`src/mie_pkg.sv`:
```
package mie_pkg;

    // Major opcodes
    localparam logic [5:0] OP_SPECIAL = 6'd0;
    localparam logic [5:0] OP_REGIMM  = 6'd1;
    localparam logic [5:0] OP_J       = 6'd2;
    localparam logic [5:0] OP_JAL     = 6'd3;
    localparam logic [5:0] OP_BEQ     = 6'd4;
    localparam logic [5:0] OP_BNE     = 6'd5;
    localparam logic [5:0] OP_BLEZ    = 6'd6;
    localparam logic [5:0] OP_BGTZ    = 6'd7;
    localparam logic [5:0] OP_ADDI    = 6'd8;
    localparam logic [5:0] OP_ADDIU   = 6'd9;
    localparam logic [5:0] OP_SLTI    = 6'd10;
    localparam logic [5:0] OP_SLTIU   = 6'd11;
    localparam logic [5:0] OP_ANDI    = 6'd12;
    localparam logic [5:0] OP_ORI     = 6'd13;
    localparam logic [5:0] OP_XORI    = 6'd14;
    localparam logic [5:0] OP_LUI     = 6'd15;
    localparam logic [5:0] OP_LB      = 6'd32;
    localparam logic [5:0] OP_LH      = 6'd33;
    localparam logic [5:0] OP_LW      = 6'd35;
    localparam logic [5:0] OP_LBU     = 6'd36;
    localparam logic [5:0] OP_LHU     = 6'd37;
    localparam logic [5:0] OP_SB      = 6'd40;
    localparam logic [5:0] OP_SH      = 6'd41;
    localparam logic [5:0] OP_SW      = 6'd43;

    // SPECIAL function codes
    localparam logic [5:0] FN_SLL     = 6'd0;
    localparam logic [5:0] FN_SRL     = 6'd2;
    localparam logic [5:0] FN_SRA     = 6'd3;
    localparam logic [5:0] FN_SLLV    = 6'd4;
    localparam logic [5:0] FN_SRLV    = 6'd6;
    localparam logic [5:0] FN_SRAV    = 6'd7;
    localparam logic [5:0] FN_JR      = 6'd8;
    localparam logic [5:0] FN_JALR    = 6'd9;
    localparam logic [5:0] FN_SYSCALL = 6'd12;
    localparam logic [5:0] FN_MFHI    = 6'd16;
    localparam logic [5:0] FN_MTHI    = 6'd17;
    localparam logic [5:0] FN_MFLO    = 6'd18;
    localparam logic [5:0] FN_MTLO    = 6'd19;
    localparam logic [5:0] FN_MULT    = 6'd24;
    localparam logic [5:0] FN_MULTU   = 6'd25;
    localparam logic [5:0] FN_DIV     = 6'd26;
    localparam logic [5:0] FN_DIVU    = 6'd27;
    localparam logic [5:0] FN_ADD     = 6'd32;
    localparam logic [5:0] FN_ADDU    = 6'd33;
    localparam logic [5:0] FN_SUB     = 6'd34;
    localparam logic [5:0] FN_SUBU    = 6'd35;
    localparam logic [5:0] FN_AND     = 6'd36;
    localparam logic [5:0] FN_OR      = 6'd37;
    localparam logic [5:0] FN_XOR     = 6'd38;
    localparam logic [5:0] FN_NOR     = 6'd39;
    localparam logic [5:0] FN_SLT     = 6'd42;
    localparam logic [5:0] FN_SLTU    = 6'd43;

    localparam logic [4:0]  REG_V0    = 5'd2;
    localparam logic [4:0]  REG_RA    = 5'd31;
    localparam logic [31:0] EXIT_CODE = 32'hA;

    // Execution class chosen by the front end
    typedef enum logic [1:0] {
        CLS_ALU = 2'd0,
        CLS_MEM = 2'd1,
        CLS_MUL = 2'd2,
        CLS_DIV = 2'd3
    } cls_t;

    // One queued word: raw instruction plus decoded read ports and class
    typedef struct packed {
        logic [31:0] instr;
        logic [4:0]  ra;
        logic [4:0]  rb;
        cls_t        cls;
    } qitem_t;

    // Configuration write towards the back end
    typedef struct packed {
        logic        we;
        logic [31:0] value;
    } cfg_t;

endpackage

```
`src/mie_front.sv`:
```
module mie_front
    import mie_pkg::*;
(
    input  logic        clk,
    input  logic        rst_n,
    input  logic [31:0] instruction,
    input  logic        in_valid,
    output logic        in_ready,
    input  logic        hold,
    output logic        q_valid,
    output qitem_t      q_head,
    input  logic        q_pop
);

    qitem_t     q_mem_reg [2];
    logic       wr_ptr_reg, rd_ptr_reg;
    logic [1:0] cnt_reg;
    qitem_t     dec;
    logic       push;
    logic [5:0] op, fn;

    // Classify the incoming word
    always_comb
    begin
        op = instruction[31:26];
        fn = instruction[5:0];
        dec.instr = instruction;
        dec.ra    = instruction[25:21];
        dec.rb    = instruction[20:16];
        dec.cls   = CLS_ALU;
        if (op == OP_SPECIAL) begin
            if (fn == FN_MULT || fn == FN_MULTU)
                dec.cls = CLS_MUL;
            else if (fn == FN_DIV || fn == FN_DIVU)
                dec.cls = CLS_DIV;
            else if (fn == FN_SYSCALL)
                dec.ra = REG_V0;
        end else if (op == OP_LB || op == OP_LH || op == OP_LW || op == OP_LBU
                     || op == OP_LHU || op == OP_SB || op == OP_SH || op == OP_SW) begin
            dec.cls = CLS_MEM;
        end
    end

    assign in_ready = (cnt_reg != 2'd2) && !hold;
    assign push     = in_valid && in_ready;
    assign q_valid  = (cnt_reg != 2'd0);
    assign q_head   = q_mem_reg[rd_ptr_reg];

    // Store words
    always_ff @(posedge clk)
    begin
        if (push)
            q_mem_reg[wr_ptr_reg] <= dec;
    end

    // Advance pointers
    always_ff @(posedge clk or negedge rst_n)
    begin
        if (!rst_n) begin
            wr_ptr_reg <= 1'b0;
            rd_ptr_reg <= 1'b0;
            cnt_reg    <= 2'd0;
        end else begin
            if (push)
                wr_ptr_reg <= ~wr_ptr_reg;
            if (q_pop)
                rd_ptr_reg <= ~rd_ptr_reg;
            case ({push, q_pop})
                2'b10:   cnt_reg <= cnt_reg + 2'd1;
                2'b01:   cnt_reg <= cnt_reg - 2'd1;
                default: cnt_reg <= cnt_reg;
            endcase
        end
    end

endmodule

```
`config.mk`:
```
export PLATFORM = sky130hd
export DESIGN_NAME = mie_front
export DESIGN_NICKNAME = d
export VERILOG_FILES = /design/src/mie_pkg.sv /design/src/mie_front.sv
export SDC_FILE = /design/constraint.sdc
export NUM_CORES = 1
export LEC_CHECK = 0
export BUFFER_PORTS_ARGS = -buffer_cell sky130_fd_sc_hd__buf_2
export CAP_MARGIN = 30
export CORE_MARGIN = 4
export CORE_UTILIZATION = 44
export CTS_CLUSTER_SIZE = 12
export DETAILED_ROUTE_END_ITERATION = 16
export PLACE_DENSITY = 0.68
export SETUP_SLACK_MARGIN = 0.5
export SYNTH_ARGS = -nofsm -noshare
export SYNTH_HDL_FRONTEND = slang
export SYNTH_SLANG_ARGS = --single-unit
```
`constraint.sdc`:
```
create_clock -name clk -period 3.5 [get_ports clk]
set_input_delay 0.525 -clock clk [delete_from_list [all_inputs] [get_ports clk]]
set_output_delay 0.525 -clock clk [all_outputs]
set_load 0.1 [all_outputs]
```
==> results of run 1 <==
layout make-up:
type,instances,area [um2],area share
Timing Repair Buffer,85,435,0.114
Tap cell,96,120,0.0314
Multi-Input combinational cell,66,649,0.170
Inverter,5,18.8,0.00490
Clock inverter,7,36.3,0.00948
Clock buffer,9,124,0.0324
Sequential cell,82,2440,0.638
critical path, delay by kind of cell (launching register included):
| family | cells | cell delay [ns] |
|---|---|---|
| flip-flops | 1 | 0.96 |
| multiplexers | 1 | 0.32 |
| buffers and inverters | 1 | 0.42 |
cell usage after synthesis (2+ instances only):
| library cell | n |
|---|---|
| sky130_fd_sc_hd__inv_1 | 5 |
| sky130_fd_sc_hd__a21oi_1 | 3 |
| sky130_fd_sc_hd__and2_1 | 4 |
| sky130_fd_sc_hd__nand2_1 | 2 |
| sky130_fd_sc_hd__buf_2 | 4 |
| sky130_fd_sc_hd__dfrtp_1 | 4 |
| sky130_fd_sc_hd__nor2_1 | 2 |
| sky130_fd_sc_hd__edfxtp_1 | 78 |
| sky130_fd_sc_hd__buf_4 | 5 |
| sky130_fd_sc_hd__mux2_2 | 39 |
| sky130_fd_sc_hd__xnor2_1 | 4 |
worst min-delay path by stage:
stage | endpoint | slack (ns) | cells past startpoint
2_1_floorplan | cnt_reg[0] | 0.23 | 0
3_3_place_gp | cnt_reg[1] | 0.34 | 1
3_5_place_dp | cnt_reg[1] | 0.34 | 1
4_1_cts | q_mem_reg[1][29] | 0.35 | 1
5_1_grt | q_mem_reg[1][19] | 0.36 | 1
6_report | q_mem_reg[1][22] | 0.37 | 1
cells by family (layout without fill, tap and decap cells):
kind of cell    count (synthesis)  in the layout  synth area share
mux                            39             39             0.139
xor+xnor                        5              5            0.0139
buf+inv                        14            106            0.0242
compound gates                  5              5           0.00991
flops                          82             82             0.774
simple gates                   16             16            0.0349
fa+ha+maj                       1              1           0.00396
repair_timing:
| action | 4_1_cts | 5_1_grt |
|---|---|---|
| gates resized for setup | 0 | 0 |
| endpoints found under the hold margin | 4 | 0 |
| hold buffers | 1 | 0 |
routing by layer:
layer	share of wire	wire, um
met1	0.46	2580
met2	0.46	2550
met3	0.075	419
met4	0.0087	49
met5	0	0
through the flow:
step	area (um2)	util	setup slack [ns]	hold WS [ns]
6_report	3830	0.557	0.901	0.373
5_1_grt	3830	0.557	0.785	0.357
4_1_cts	3830	0.557	0.865	0.354
3_5_place_dp	3660	0.532	1.23	0.341
3_3_place_gp	3660	0.532	1.23	0.339
2_1_floorplan	3160	-	0.581	0.229
==> run summary, run 1 <==
=================================================================================================
Status                                                                               complete, no violations
Iteration-0 DRC count of the detailed router                                                   65
Critical path data arrival time                                                           2.07 ns
Fill cell count                                                                               577
Portion of the post-synthesis area used by sequential elements                              0.774
Setup slack of the most critical reg-to-reg path                                          1.59 ns
Master of the slowest instance on the critical path                                  sky130_fd_sc_hd__dfrtp_2
Die Area                                                                                 8590 um2
Filler-free cell count of the finished design                                                 350
Number of CTS-inserted buffers                                                                  9
Final hold violations                                                                           0
Synth async-reset ratio                                                                    0.0488
Y dimension of the die                                                                    92.7 um
Proportion of layout cells with a drive suffix above 1                                      0.563
Slew margin rel.                                                                            0.366
Port bufs                                                                                      82
Clock insertion delay at the later pin of the skew report                                 0.33 ns
Pin count of the biggest net entering global routing                                           41
Prevailing post-synth register cell                                                  sky130_fd_sc_hd__edfxtp_1
Final Wtd Congestion                                                                        0.711
Area share of the largest cell type after synthesis                                         0.742
Via total after detailed routing                                                            1,676
Number of flops mapped to enable cells by yosys                                                78
Number of antenna violations at the first check in global routing                               0
First-pass GRT wire length                                                                8.71 mm
TritonCTS clock tree                                                                        built
Wire length after detailed routing                                                        5.60 mm
Global route total overflow                                                                     0
Htree depth                                                                                     3
Number of distinct library cell variants in the gate-level netlist after synthesis             23
ANT nets after route                                                                            0
Cells along the critical path                                                        mux2_2 -> buf_2
RSZ-0062 raised after global routing                                                        false
Delay of the slowest critical-path stage                                                  0.96 ns
F_max                                                                                   0.385 GHz
Final setup TNS                                                                              0 ns
Final Max Tran Viols                                                                            0
Net count after synthesis                                                                     200
Post-synthesis register bit count                                                              82
Vias in the first global route                                                              1,741
Leading cell type in the layout, fill and taps excluded                              sky130_fd_sc_hd__buf_2
Per-cell routed wire length                                                               16.0 um
Critical path destination                                                              q_head[42]
Cell type with the highest aggregate area in the netlist                             sky130_fd_sc_hd__edfxtp_1
Average vias per placed instance                                                             4.79
Cell types occupying the most area after synthesis                                   sky130_fd_sc_hd__edfxtp_1 74%, sky130_fd_sc_hd__mux2_2 14%, sky130_fd_sc_hd__dfrtp_1 3.2%
Worst setup path category                                                            flip-flop to primary output
DRC violation count after routing                                                               0
Worst path required time                                                                  2.97 ns
Commonest cells after routing, fill and taps aside                                   82 x sky130_fd_sc_hd__buf_2, 78 x sky130_fd_sc_hd__edfxtp_1, 39 x sky130_fd_sc_hd__mux2_2
Worst min path class                                                                 input pin to flip-flop
Number of clock sinks                                                                          82
Clock Skew                                                                             0.00685 ns
CP endpoint kind                                                                     primary output
Number of buffers added for setup after CTS                                                     0
Max-cap violations                                                                              0
Count of yosys warnings during synthesis                                                        0
Met3 Use GR                                                                                0.0366
Io pins                                                                                        83
Clock period minus final worst setup slack                                                2.60 ns
Placed instance count                                                                         333
GR met1 Demand/Resource                                                                     0.189
Slew at the pin with the worst max-slew slack                                            0.950 ns
Final Setup Violations                                                                          0
Count of cells along the worst register-to-register path                                        3
Clock tree root buffer cell                                                          sky130_fd_sc_hd__clkbuf_8
First element of the critical path                                                     rd_ptr_reg
Number of buffers on the longest clock path                                                     2
Global Route met2 Usage                                                                     0.200
Clock-pin slew on the worst setup and hold paths                                          0.08 ns
Global-route total usage across every layer                                                 0.134
Die width                                                                                 92.7 um
Flip-flop count of the largest register, all copies and words added                            78
Starting density of the core                                                                0.459
Number of diodes added for antenna fixing                                                       0
Startpoint kind of the worst setup timing path                                          flip-flop
Gate count of the mapped netlist                                                              162
Detailed-placement wirelength estimate                                                    3.77 mm
Placeable Area                                                                           6870 um2
Mean area per synthesized cell                                                           19.5 um2
Most crowded layer after global routing                                                      met2
Worst reg2reg path startpoint                                                          cnt_reg[0]
Area growth from synthesis to layout                                                        21.3%
Post-Syn Area                                                                            3160 um2
Start point of the worst hold path                                                   instruction[10]
Row count                                                                                      30
Worst reg2reg path endpoint                                                          q_mem_reg[1][9]
Fin crit share                                                                              0.743
First drt pass iteration count                                                                  4
Max FO, Critical Path                                                                          40
Nets                                                                                          287
=================================================================================================
Power of run 1 is not shown: default switching activity piles up to over one toggle a cycle in this logic, so the estimate is an artifact.
==> run 2: changes to the inputs <==
==> constraint.sdc (replaced) <==
create_clock -name clk -period 2.43 [get_ports clk]
set_input_delay 0.3645 -clock clk [delete_from_list [all_inputs] [get_ports clk]]
set_output_delay 0.3645 -clock clk [all_outputs]
set_load 0.1 [all_outputs]
==> run summary, run 2 (synthesized netlist as in run 1, its figures left out) <==
==================================================================================
Placed instance count                                                          335
Port bufs                                                                       82
Pin count of the biggest net entering global routing                            40
Number of buffers on the longest clock path                                      2
Final setup TNS                                                               0 ns
Master of the slowest instance on the critical path                   sky130_fd_sc_hd__dfrtp_2
Cells along the critical path                                         buf_12 -> mux2_2 -> buf_4
Max-cap violations                                                               0
Flip-flop count of the largest register, all copies and words added             78
Area occupied by multi-input gates                                         661 um2
Worst path required time                                                   2.07 ns
Number of antenna violations at the first check in global routing                0
Vias in the first global route                                               1,847
Final Max Tran Viols                                                             0
Start point of the worst hold path                                    instruction[9]
Slew at the pin with the worst max-slew slack                             0.546 ns
Iteration-0 DRC count of the detailed router                                    84
TritonCTS clock tree                                                         built
Nets                                                                           289
Global route total overflow                                                      0
Htree depth                                                                      3
Clock-pin slew on the worst setup and hold paths                           0.08 ns
Wire length after detailed routing                                         6.00 mm
Number of CTS-inserted buffers                                                   9
Detailed-placement wirelength estimate                                     3.85 mm
First element of the critical path                                      rd_ptr_reg
Worst setup path category                                             flip-flop to primary output
Number of diodes added for antenna fixing                                        0
First drt pass iteration count                                                   3
Final Wtd Congestion                                                         0.781
Area growth from synthesis to layout                                         32.0%
CP endpoint kind                                                      primary output
DRC violation count after routing                                                0
Min setup slack post-route                                                0.512 ns
Per-cell routed wire length                                                17.1 um
Final hold violations                                                            0
First-pass GRT wire length                                                 9.39 mm
Slew margin rel.                                                             0.636
Fill cell count                                                                531
Final Setup Violations                                                           0
Total buffers and inverters traversed by the critical path                       2
Row count                                                                       30
Pre-CTS setup slack                                                       0.733 ns
Proportion of layout cells with a drive suffix above 1                       0.570
Placeable Area                                                            6870 um2
Status                                                                complete, no violations
Family with the most delay on the worst path                            flip-flops
Filler-free cell count of the finished design                                  352
F_max                                                                    0.522 GHz
Starting density of the core                                                 0.459
Number of clock sinks                                                           82
RSZ-0062 raised after global routing                                          true
Critical path data arrival time                                            1.55 ns
Clock period minus final worst setup slack                                 1.92 ns
Area taken by flip-flops and latches                                      2440 um2
Average vias per placed instance                                              4.86
Global-route total usage across every layer                                  0.144
Clock tree root buffer cell                                           sky130_fd_sc_hd__clkbuf_8
Final core utilization                                                       0.606
Startpoint kind of the worst setup timing path                           flip-flop
Commonest cells after routing, fill and taps aside                    78 x sky130_fd_sc_hd__edfxtp_1, 40 x sky130_fd_sc_hd__buf_6, 39 x sky130_fd_sc_hd__mux2_2
Via total after detailed routing                                             1,710
Leading cell type in the layout, fill and taps excluded               sky130_fd_sc_hd__edfxtp_1
Die width                                                                  92.7 um
Io pins                                                                         83
Clock Skew                                                              0.00871 ns
Die Area                                                                  8590 um2
Worst min path class                                                  input pin to flip-flop
Delay of the slowest critical-path stage                                   0.42 ns
Clock insertion delay at the later pin of the skew report                  0.34 ns
Worst reg2reg path startpoint                                           cnt_reg[0]
Max FO, Critical Path                                                           20
Fin crit share                                                               0.789
ANT nets after route                                                             0
Y dimension of the die                                                     92.7 um
==================================================================================
[run 2: worst reg2reg max path, delay by kind of cell, from the launching register on]
family,cells,cell delay [ns]
and+or+nand+nor,1,0.56
DFF,1,0.43
AOI/OAI and AO/OA,1,0.13
buffers and inverters,1,0.08
[run 2: worst paths after layout]
path                                          to  slack, ns  cells past startpoint
worst max-delay path                  q_head[32]       0.51                      3
worst min-delay path            q_mem_reg[1][21]       0.21                      1
worst max register to register  q_mem_reg[1][40]       0.86                      3
worst min register to register        cnt_reg[0]       0.56                      1
max in group asynchronous             rd_ptr_reg       1.92                      2
min in group asynchronous             rd_ptr_reg       0.37                      2
[run 2: through the flow]
step / area [um2] / hold slack, ns
6_report: 4170 / 0.211
5_1_grt: 4170 / 0.195
4_1_cts: 4010 / 0.200
3_5_place_dp: 3680 / 0.176
3_3_place_gp: 3680 / 0.177
2_1_floorplan: 3180 / 0.0689
[run 2: area by class of cell]
cell class,instances,area share
clock buffer,11,0.0315
multi-input combinational,66,0.159
inverter,5,0.00451
clock inverter,5,0.0132
tap,96,0.0288
sequential,82,0.587
timing repair buffer,87,0.177
[run 2: metal layers]
| metal | routed length (um) | track usage | vias to the layer above |
|---|---|---|---|
| li1 | - | - | 799 |
| met1 | 2440 | 0.169 | 848 |
| met2 | 3050 | 0.242 | 58 |
| met3 | 467 | 0.0601 | 5 |
| met4 | 40 | 0.0452 | 0 |
| met5 | 0 | 0 | - |
[run 2: timing repair]
action,4_1_cts,5_1_grt
resized for setup,48,42
endpoints found under the setup margin,44,44
endpoints found under the hold margin,4,0
hold buffers,1,0
setup buffers,0,0
Power of run 2 is left out for the same reason.
